$ cat config.mk
export PLATFORM = sky130hd
export DESIGN_NAME = like_wildcard_matcher_core
export DESIGN_NICKNAME = d
export VERILOG_FILES = /design/src/sv/lwm_pkg.sv /design/src/sv/like_wildcard_matcher_core.sv /design/src/sv/lwm_pattern_store.sv /design/src/sv/lwm_prefix_step.sv
export SDC_FILE = /design/constraint.sdc
export NUM_CORES = 1
export LEC_CHECK = 0
export BUFFER_PORTS_ARGS = -buffer_cell sky130_fd_sc_hd__clkbuf_2
export CELL_PAD_IN_SITES_DETAIL_PLACEMENT = 0
export CELL_PAD_IN_SITES_GLOBAL_PLACEMENT = 1
export CORE_MARGIN = 10
export CORE_UTILIZATION = 27
export DETAILED_ROUTE_END_ITERATION = 8
export PLACE_DENSITY = 0.47
export SYNTH_ARGS = -nofsm -noshare
export SYNTH_HDL_FRONTEND = slang
export SYNTH_HIERARCHICAL = 1
export SYNTH_SLANG_ARGS = --single-unit
$ cat constraint.sdc
create_clock -name aclk -period 7.6 [get_ports aclk]
set_clock_uncertainty 0.15 [all_clocks]
set_input_delay 1.14 -clock aclk [delete_from_list [all_inputs] [get_ports aclk]]
set_output_delay 1.14 -clock aclk [all_outputs]
set_load 0.005 [all_outputs]
$ cat src/sv/lwm_pkg.sv
// Shared types and constants for the LIKE wildcard matcher.
`default_nettype none
package lwm_pkg;

    typedef enum logic [1:0] {
        OP_CLEAR  = 2'd0,
        OP_APPEND = 2'd1,
        OP_TEXT   = 2'd2,
        OP_EMPTY  = 2'd3
    } op_t;

    typedef enum logic [1:0] {
        KIND_LITERAL = 2'd0,
        KIND_ANY_ONE = 2'd1,
        KIND_ANY_SEQ = 2'd2
    } kind_t;

    localparam logic [7:0] BYTE_PERCENT    = 8'h25;
    localparam logic [7:0] BYTE_UNDERSCORE = 8'h5F;
    localparam logic [7:0] BYTE_BACKSLASH  = 8'h5C;

    typedef struct packed {
        logic       fire;
        op_t        op;
        logic [7:0] data;
    } store_cmd_t;

endpackage
`default_nettype wire

$ cat src/sv/like_wildcard_matcher_core.sv
// Top level of the SQL LIKE wildcard matcher.
//
// Usage:
//  - s_ channel: one beat per item. s_tuser is the operation (clear pattern,
//    append pattern byte, text byte, empty row), s_tdata the byte, s_tlast
//    marks the final text byte of a row.
//  - m_ channel: one beat per row end (last text byte or empty row):
//    m_tdata[0] match (xor invert), m_tdata[1] pattern overflow.
//  - cfg channel: writes invert_result (NOT LIKE); cfg_ready is high out of
//    reset. Write only while the block is idle.
//  - Path: the input beat passes through the input register, then the result
//    register, to the result beat.
//  - Throughput: one item per cycle while no result is stalled. The prefix
//    vector step, with its log-depth '%' closure, is combinational between
//    the two registers.
//  - Stall: with m_tready low one result waits in the output register and
//    one more item waits in the input register; items that give no result
//    still pass through.
//  - Reset (aresetn low, synchronous): empty pattern, no pending escape, no
//    overflow, invert off; both channels read not ready / not valid.
`default_nettype none
module like_wildcard_matcher_core #(
    parameter int PATTERN_MAX = 32
) (
    input  wire logic       aclk,
    input  wire logic       aresetn,
    // input item stream
    input  wire logic       s_tvalid,
    output logic            s_tready,
    input  wire logic [7:0] s_tdata,   // [7:0] data_byte
    input  wire logic [1:0] s_tuser,   // [1:0] operation
    input  wire logic       s_tlast,   // last
    // result stream
    output logic            m_tvalid,
    input  wire logic       m_tready,
    output logic [7:0]      m_tdata,   // [0] match, [1] pattern_overflow, [7:2] zero
    // configuration
    input  wire logic       cfg_valid,
    output logic            cfg_ready,
    input  wire logic [0:0] cfg_data   // [0] invert_result
);
    import lwm_pkg::*;

    localparam int CW = $clog2(PATTERN_MAX + 1);

    // input register
    logic       in_valid_reg;
    op_t        in_op_reg;
    logic [7:0] in_byte_reg;
    logic       in_last_reg;

    // row state: fresh means "prefix zero only, closed over leading '%'"
    logic                 fresh_reg;
    logic [PATTERN_MAX:0] active_reg;

    // result register
    logic out_valid_reg, out_match_reg, out_ovf_reg;
    logic invert_reg;

    logic has_result, proc;
    store_cmd_t cmd;

    logic [PATTERN_MAX-1:0] seq_mask, step_mask;
    logic [PATTERN_MAX:0]   lead, cur, final_vec;
    logic [CW-1:0]          eff_count;
    logic                   eff_overflow, hit, row_start;

    assign has_result = (in_op_reg == OP_EMPTY) || ((in_op_reg == OP_TEXT) && in_last_reg);
    // the held item moves on unless its result would land on a stalled beat
    assign proc       = in_valid_reg && (!has_result || !out_valid_reg || m_tready);
    assign s_tready   = aresetn && (!in_valid_reg || proc);
    assign cfg_ready  = aresetn;

    assign cmd.fire = proc;
    assign cmd.op   = in_op_reg;
    assign cmd.data = in_byte_reg;

    lwm_pattern_store #(
        .PATTERN_MAX(PATTERN_MAX)
    ) u_store (
        .aclk        (aclk),
        .aresetn     (aresetn),
        .cmd         (cmd),
        .seq_mask    (seq_mask),
        .step_mask   (step_mask),
        .lead        (lead),
        .eff_count   (eff_count),
        .eff_overflow(eff_overflow)
    );

    assign row_start = (in_op_reg == OP_EMPTY);
    assign cur       = (fresh_reg || row_start) ? lead : active_reg;

    lwm_prefix_step #(
        .PATTERN_MAX(PATTERN_MAX)
    ) u_step (
        .cur      (cur),
        .seq_mask (seq_mask),
        .step_mask(step_mask),
        .count    (eff_count),
        .row_start(row_start),
        .final_vec(final_vec),
        .hit      (hit)
    );

    // input register
    always_ff @(posedge aclk) begin
        if (!aresetn) begin
            in_valid_reg <= 1'b0;
        end else if (s_tvalid && s_tready) begin
            in_valid_reg <= 1'b1;
        end else if (proc) begin
            in_valid_reg <= 1'b0;
        end
    end

    always_ff @(posedge aclk) begin
        if (s_tvalid && s_tready) begin
            in_op_reg   <= op_t'(s_tuser);
            in_byte_reg <= s_tdata;
            in_last_reg <= s_tlast;
        end
    end

    // active-prefix vector
    always_ff @(posedge aclk) begin
        if (!aresetn) begin
            fresh_reg <= 1'b1;
        end else if (proc) begin
            unique case (in_op_reg)
                OP_TEXT:                      fresh_reg <= in_last_reg;
                OP_CLEAR, OP_APPEND, OP_EMPTY: fresh_reg <= 1'b1;
                default:                      fresh_reg <= 1'b1;
            endcase
        end
    end

    always_ff @(posedge aclk) begin
        if (proc && (in_op_reg == OP_TEXT) && !in_last_reg) begin
            active_reg <= final_vec;
        end
    end

    // result register
    always_ff @(posedge aclk) begin
        if (!aresetn) begin
            out_valid_reg <= 1'b0;
        end else if (proc && has_result) begin
            out_valid_reg <= 1'b1;
        end else if (m_tready) begin
            out_valid_reg <= 1'b0;
        end
    end

    always_ff @(posedge aclk) begin
        if (proc && has_result) begin
            out_match_reg <= hit ^ invert_reg;
            out_ovf_reg   <= eff_overflow;
        end
    end

    always_ff @(posedge aclk) begin
        if (!aresetn) begin
            invert_reg <= 1'b0;
        end else if (cfg_valid && cfg_ready) begin
            invert_reg <= cfg_data[0];
        end
    end

    assign m_tvalid = out_valid_reg;
    assign m_tdata  = {6'b0, out_ovf_reg, out_match_reg};

endmodule
`default_nettype wire

$ cat src/sv/lwm_pattern_store.sv
// Pattern element store: loader, escape handling, per-element match masks.
`default_nettype none
module lwm_pattern_store #(
    parameter int PATTERN_MAX = 32,
    localparam int CW = $clog2(PATTERN_MAX + 1)
) (
    input  wire logic                     aclk,
    input  wire logic                     aresetn,
    input  wire lwm_pkg::store_cmd_t      cmd,
    output logic [PATTERN_MAX-1:0]        seq_mask,
    output logic [PATTERN_MAX-1:0]        step_mask,
    output logic [PATTERN_MAX:0]          lead,
    output logic [CW-1:0]                 eff_count,
    output logic                          eff_overflow
);
    import lwm_pkg::*;

    kind_t             kind_reg [PATTERN_MAX];
    logic [7:0]        char_reg [PATTERN_MAX];
    logic [CW-1:0]     count_reg, count_next;
    logic              pending_reg, pending_next;
    logic              ovf_reg, ovf_next;
    logic [PATTERN_MAX:0] lead_reg, lead_next;

    logic              is_row, full, flush;
    logic              add_en, wr_en;
    kind_t             add_kind;
    logic [7:0]        add_char;

    assign is_row = (cmd.op == OP_TEXT) || (cmd.op == OP_EMPTY);
    assign full   = (count_reg == CW'(PATTERN_MAX));
    assign flush  = is_row && pending_reg;

    // element decode for this beat
    always_comb begin
        add_en       = 1'b0;
        add_kind     = KIND_LITERAL;
        add_char     = cmd.data;
        pending_next = pending_reg;
        unique case (cmd.op)
            OP_CLEAR: begin
                pending_next = 1'b0;
            end
            OP_APPEND: begin
                if (pending_reg) begin
                    pending_next = 1'b0;
                    add_en       = 1'b1;
                end else if (cmd.data == BYTE_BACKSLASH) begin
                    pending_next = 1'b1;
                end else if (cmd.data == BYTE_PERCENT) begin
                    add_en   = 1'b1;
                    add_kind = KIND_ANY_SEQ;
                    add_char = '0;
                end else if (cmd.data == BYTE_UNDERSCORE) begin
                    add_en   = 1'b1;
                    add_kind = KIND_ANY_ONE;
                    add_char = '0;
                end else begin
                    add_en = 1'b1;
                end
            end
            OP_TEXT, OP_EMPTY: begin
                // dangling backslash becomes a literal
                pending_next = 1'b0;
                add_en       = pending_reg;
                add_char     = BYTE_BACKSLASH;
            end
            default: begin
                pending_next = pending_reg;
            end
        endcase
    end

    assign wr_en = cmd.fire && add_en && !full;

    always_comb begin
        count_next = count_reg;
        ovf_next   = ovf_reg;
        lead_next  = lead_reg;
        if (cmd.op == OP_CLEAR) begin
            count_next = '0;
            ovf_next   = 1'b0;
            lead_next  = (PATTERN_MAX + 1)'(1);
        end else if (add_en) begin
            if (full) begin
                ovf_next = 1'b1;
            end else begin
                count_next = count_reg + CW'(1);
                // leading run of '%' from prefix zero
                if (add_kind == KIND_ANY_SEQ) begin
                    for (int i = 0; i < PATTERN_MAX; i++) begin
                        if (count_reg == CW'(i) && lead_reg[i]) begin
                            lead_next[i+1] = 1'b1;
                        end
                    end
                end
            end
        end
    end

    always_ff @(posedge aclk) begin
        if (!aresetn) begin
            count_reg   <= '0;
            pending_reg <= 1'b0;
            ovf_reg     <= 1'b0;
            lead_reg    <= (PATTERN_MAX + 1)'(1);
        end else if (cmd.fire) begin
            count_reg   <= count_next;
            pending_reg <= pending_next;
            ovf_reg     <= ovf_next;
            lead_reg    <= lead_next;
        end
    end

    always_ff @(posedge aclk) begin
        for (int i = 0; i < PATTERN_MAX; i++) begin
            if (wr_en && count_reg == CW'(i)) begin
                kind_reg[i] <= add_kind;
                char_reg[i] <= add_char;
            end
        end
    end

    // view with any pending backslash already committed
    assign eff_count    = (flush && !full) ? count_reg + CW'(1) : count_reg;
    assign eff_overflow = ovf_reg || (flush && full);
    assign lead         = lead_reg;

    always_comb begin
        kind_t      k;
        logic [7:0] c;
        logic       tail, valid;
        for (int i = 0; i < PATTERN_MAX; i++) begin
            tail  = flush && !full && (count_reg == CW'(i));
            k     = tail ? KIND_LITERAL : kind_reg[i];
            c     = tail ? BYTE_BACKSLASH : char_reg[i];
            valid = CW'(i) < eff_count;
            seq_mask[i]  = valid && (k == KIND_ANY_SEQ);
            step_mask[i] = valid && ((k == KIND_ANY_ONE) ||
                                     ((k == KIND_LITERAL) && (c == cmd.data)));
        end
    end

endmodule
`default_nettype wire

$ cat src/sv/lwm_prefix_step.sv
// One text-byte step of the active-prefix vector with '%' closure.
`default_nettype none
module lwm_prefix_step #(
    parameter int PATTERN_MAX = 32,
    localparam int CW = $clog2(PATTERN_MAX + 1),
    localparam int LV = (PATTERN_MAX > 1) ? $clog2(PATTERN_MAX + 1) : 1
) (
    input  wire logic [PATTERN_MAX:0]   cur,
    input  wire logic [PATTERN_MAX-1:0] seq_mask,
    input  wire logic [PATTERN_MAX-1:0] step_mask,
    input  wire logic [CW-1:0]          count,
    input  wire logic                   row_start,
    output logic [PATTERN_MAX:0]        final_vec,
    output logic                        hit
);
    logic [PATTERN_MAX:0] nxt, closed_vec;

    always_comb begin
        nxt = '0;
        for (int i = 0; i < PATTERN_MAX; i++) begin
            nxt[i]   = nxt[i] | (cur[i] & seq_mask[i]);
            nxt[i+1] = cur[i] & step_mask[i];
        end
    end

    // log-depth closure over runs of '%': p[i] spans the elements below i
    always_comb begin
        logic [PATTERN_MAX:0] v, p, vn, pn;
        v = nxt;
        p = {seq_mask, 1'b0};
        for (int l = 0; l < LV; l++) begin
            vn = v;
            pn = '0;
            for (int i = 0; i <= PATTERN_MAX; i++) begin
                if (i >= (1 << l)) begin
                    vn[i] = v[i] | (v[i - (1 << l)] & p[i]);
                    pn[i] = p[i] & p[i - (1 << l)];
                end
            end
            v = vn;
            p = pn;
        end
        closed_vec = v;
    end

    assign final_vec = row_start ? cur : closed_vec;
    assign hit       = final_vec[count];

endmodule
`default_nettype wire

==> flow_summary_export.csv <==
group,metric,value,unit
worst_setup_path,start_kind,"flip-flop",
outcome,outcome,"complete, no violations",
timing,layout_min_cycle_time,6730,ps
run,number_of_max_capacitance_violations_reported,0,
clock_tree,hold_buffers,0,
cells_and_area,largest_register_ff_count,256,
timing,hold_viol,0,
cells_and_area,finalNetCount,2364,
drt,routed_wl,102,mm
die,die_w,320,um
timing,maxClockFrequency,0.149,GHz
drt,drc,0,
worst_setup_path,worst-setup-path-type,"flip-flop to flip-flop",
die,i_o_pins,28,
global_routing,wire_length_of_the_first_global_routing_pass,144,mm
worst_setup_path,crit_fanout,14,
power_and_ir_drop,pwr-share-clk,0.467,
clock_tree,clock_latency_on_the_worst_skew_pair,630,ps
clock_tree,tritoncts,"built",
clock_tree,ctsHtreeMaxLevel,2,
logic_synthesis,synth-warning-count,6,
timing,timing.hold.ws,362,ps
drt,wl_per_cell,28.8,um
global_routing,gr-usage-all-layers,0.192,
timing,rsz0062_at_grt,"no",
power_and_ir_drop,cellPowerDensity,185,mW/mm^2
power_and_ir_drop,power_frac_comb,0.049,
clock_tree,clk_pin_slew,60,ps
global_routing,antenna_found_initial,3,
drt,route.detailed.vias_per_inst,5.72,
timing,maxSlewHeadroom,0.0590,
global_routing,globalRouteOverflowTotal,0,
die,initial_core_util,0.271,
worst_setup_path,worst-endpoint-arrival,6950,ps
cells_and_area,finalCoreUtilization,0.305,
logic_synthesis,synthCells,2358,
power_and_ir_drop,static-leakage-power,0.00845,uW
drt,route.antenna.remaining_nets,0,
power_and_ir_drop,switching_share,0.239,
power_and_ir_drop,switchingPower,1210,uW
drt,drt_first_pass_iters,5,
logic_synthesis,number_of_synthesized_flops_with_an_enable_pin,366,
timing,worst_pin_slew,1410,ps
logic_synthesis,post_synth.cell_area_avg,10.3,sq um
logic_synthesis,count_of_state_elements_after_synthesis,410,
drt,vias_after_detailed_routing,20400,
clock_tree,cts_inserted_buffers,52,
clock_tree,cts_max_path_buffers,3,
logic_synthesis,top_ff_cell_synth,"sky130_fd_sc_hd__edfxtp_1",
cells_and_area,fill_cells,9275,
place,detailed_place.area,0.0258,sq mm
cells_and_area,sequential_cell_area,0.0119,sq mm
global_routing,grt_start_max_net_pins,63,
logic_synthesis,yosysUniqueCellTypes,109,
place,place.detailed.instances,3464,
logic_synthesis,netlist_area,0.0243,sq mm
worst_setup_path,critical_path.endpoint_type,"flip-flop",
logic_synthesis,async_flop_share,0,
place,hpwl,69.4,mm
worst_setup_path,crit_required,7820,ps
cells_and_area,multiInputGateArea,0.0115,sq mm
worst_hold_path,worst_hold_path_type,"flip-flop to flip-flop",
clock_tree,clk_root_buffer_cell,"sky130_fd_sc_hd__clkbuf_16",
global_routing,number_of_global_route_vias_before_repair,19100,
cells_and_area,finish.cell_count_without_fillers,3557,
timing,finalMaxSlewViolations,0,
timing,final_setup_fails,0,
timing,layout_worst_path_cycle_share,0.885,
clock_tree,number_of_sinks_on_the_clock_net,410,
place,globalplace.congestion,0.909,
power_and_ir_drop,p_int,3860,uW
place,portBuffers,21,
power_and_ir_drop,peakVddDrop,0.160,mV
clock_tree,number_of_gates_given_a_new_drive_strength_after_cts,0,
die,die_y,320,um
cells_and_area,final_area,0.0274,sq mm
timing,setup-tns-final,0,ps
cells_and_area,final_layout_size_suffix_gt1_frac,0.121,
die,die_footprint,0.103,sq mm
drt,initial_drt_markers,1895,
die,std_cell_rows,110,
logic_synthesis,sequential_to_total_area_share_from_yosys_stat,0.488,
clock_tree,post-cts-setup-buffers,0,
power_and_ir_drop,sequential_group_share_of_total_power,0.484,
cells_and_area,flow.area_growth_from_synthesis,12.6,%
die,placeableCoreArea,0.0897,sq mm
==> worst max-delay path, cell delays in order (launching register included) <==
cell and delay, ps:
sky130_fd_sc_hd__dfxtp_1 480, sky130_fd_sc_hd__inv_1 160, sky130_fd_sc_hd__ha_1 470, sky130_fd_sc_hd__nand4bb_1 430, sky130_fd_sc_hd__nor2_1 440, sky130_fd_sc_hd__a2bb2oi_1 620, sky130_fd_sc_hd__a21oi_1 180, sky130_fd_sc_hd__nor3_1 870
sky130_fd_sc_hd__nand3_2 260, sky130_fd_sc_hd__a311oi_1 270, sky130_fd_sc_hd__o21ai_1 190, sky130_fd_sc_hd__o211ai_1 680, sky130_fd_sc_hd__a21oi_1 280, sky130_fd_sc_hd__nor3_1 310, sky130_fd_sc_hd__a211oi_1 90, sky130_fd_sc_hd__a211oi_1 260
sky130_fd_sc_hd__o221a_1 240, sky130_fd_sc_hd__xor2_1 60
==> cells in the final DEF (no fill, tap or decap), types with 52 or more instances in the layout <==
master                      instances
sky130_fd_sc_hd__a32oi_1           84
sky130_fd_sc_hd__a31oi_1           53
sky130_fd_sc_hd__inv_1             57
sky130_fd_sc_hd__o22ai_1          101
sky130_fd_sc_hd__buf_4             76
sky130_fd_sc_hd__clkbuf_16         52
sky130_fd_sc_hd__nand2_1          165
sky130_fd_sc_hd__nor2_1           202
sky130_fd_sc_hd__a21oi_1          154
sky130_fd_sc_hd__nor2b_1           81
sky130_fd_sc_hd__edfxtp_1         366
sky130_fd_sc_hd__xnor2_1          125
sky130_fd_sc_hd__and2_1            52
==> synth_stat cells, drive strengths merged (17+ instances only) <==
master | count | share of area
dfxtp | 44 | 0.036
a211oi | 20 | 0.0062
nor3 | 47 | 0.010
nand2b | 46 | 0.012
and3 | 17 | 0.0044
inv | 57 | 0.0088
nor2b | 84 | 0.022
edfxtp | 366 | 0.45
nand4 | 28 | 0.0077
a32o | 34 | 0.014
o21ai | 55 | 0.012
a21oi | 155 | 0.032
o22ai | 102 | 0.026
nand3 | 39 | 0.0082
nand2 | 166 | 0.026
a221oi | 22 | 0.0079
a22oi | 40 | 0.013
a31oi | 54 | 0.014
nor4 | 47 | 0.013
and2 | 53 | 0.014
nor2 | 210 | 0.034
xnor2 | 126 | 0.045
mux2 | 40 | 0.023
clkbuf | 79 | 0.015
o2111ai | 30 | 0.011
a32oi | 84 | 0.030
buf | 95 | 0.023
==> worst paths after layout <==
kind,start,slack [ps],cells after the start,endpoint
setup / recovery,u_store/count_reg[0],870,17,out_match_reg
hold / removal,u_store/lead[4],360,1,u_store/lead[4]
setup reg to reg,u_store/count_reg[0],870,17,out_match_reg
hold reg to reg,u_store/lead[4],360,1,u_store/lead[4]
==> metrics by stage <==
| stage | total power, uW | setup WS, ps |
|---|---|---|
| finish | 5070 | 870 |
| global route | 5230 | 553 |
| CTS | 5140 | 1110 |
| detailed placement | 2750 | 1190 |
| global placement | 2750 | 1300 |
| floorplan | 2640 | 2620 |
==> layout make-up <==
cell class / instances / area share
sequential: 410 / 0.433
multi-input combinational: 1721 / 0.420
tap: 1176 / 0.0537
clock buffer: 71 / 0.0519
timing repair buffer: 99 / 0.0261
inverter: 58 / 0.00795
clock inverter: 20 / 0.00630
antenna: 2 / 0.000183
==> power by group through the flow <==
stage | registers [uW] | clock network [uW] | logic, uW
2_1_floorplan | 2500 | 0 | 147
3_3_place_gp | 2500 | 0 | 250
3_5_place_dp | 2500 | 0 | 250
4_1_cts | 2460 | 2440 | 250
5_1_grt | 2460 | 2510 | 265
6_report | 2460 | 2370 | 251
==> layer usage <==
| metal | GRT usage | wire length (um) |
|---|---|---|
| met1 | 0.273 | 48400 |
| met3 | 0.0193 | 4760 |
| met4 | 0.0437 | 2210 |
| met5 | 0 | 0 |
| met2 | 0.310 | 46900 |
==> cell families (layout without fill, tap and decap cells) <==
group                      Yosys count  count (layout)  synth area share
AOI/OAI and AO/OA                  735             735             0.217
xor gates and xnor gates           133             133            0.0479
adders and majority gates            5               5           0.00257
buffers and inverters              232             248            0.0466
DFF                                410             410             0.488
muxes                               42              42            0.0240
other                                2               9          0.000309
and+or+nand+nor                    799             799             0.174
No activity file was read; power rests on OpenSTA's default activity.
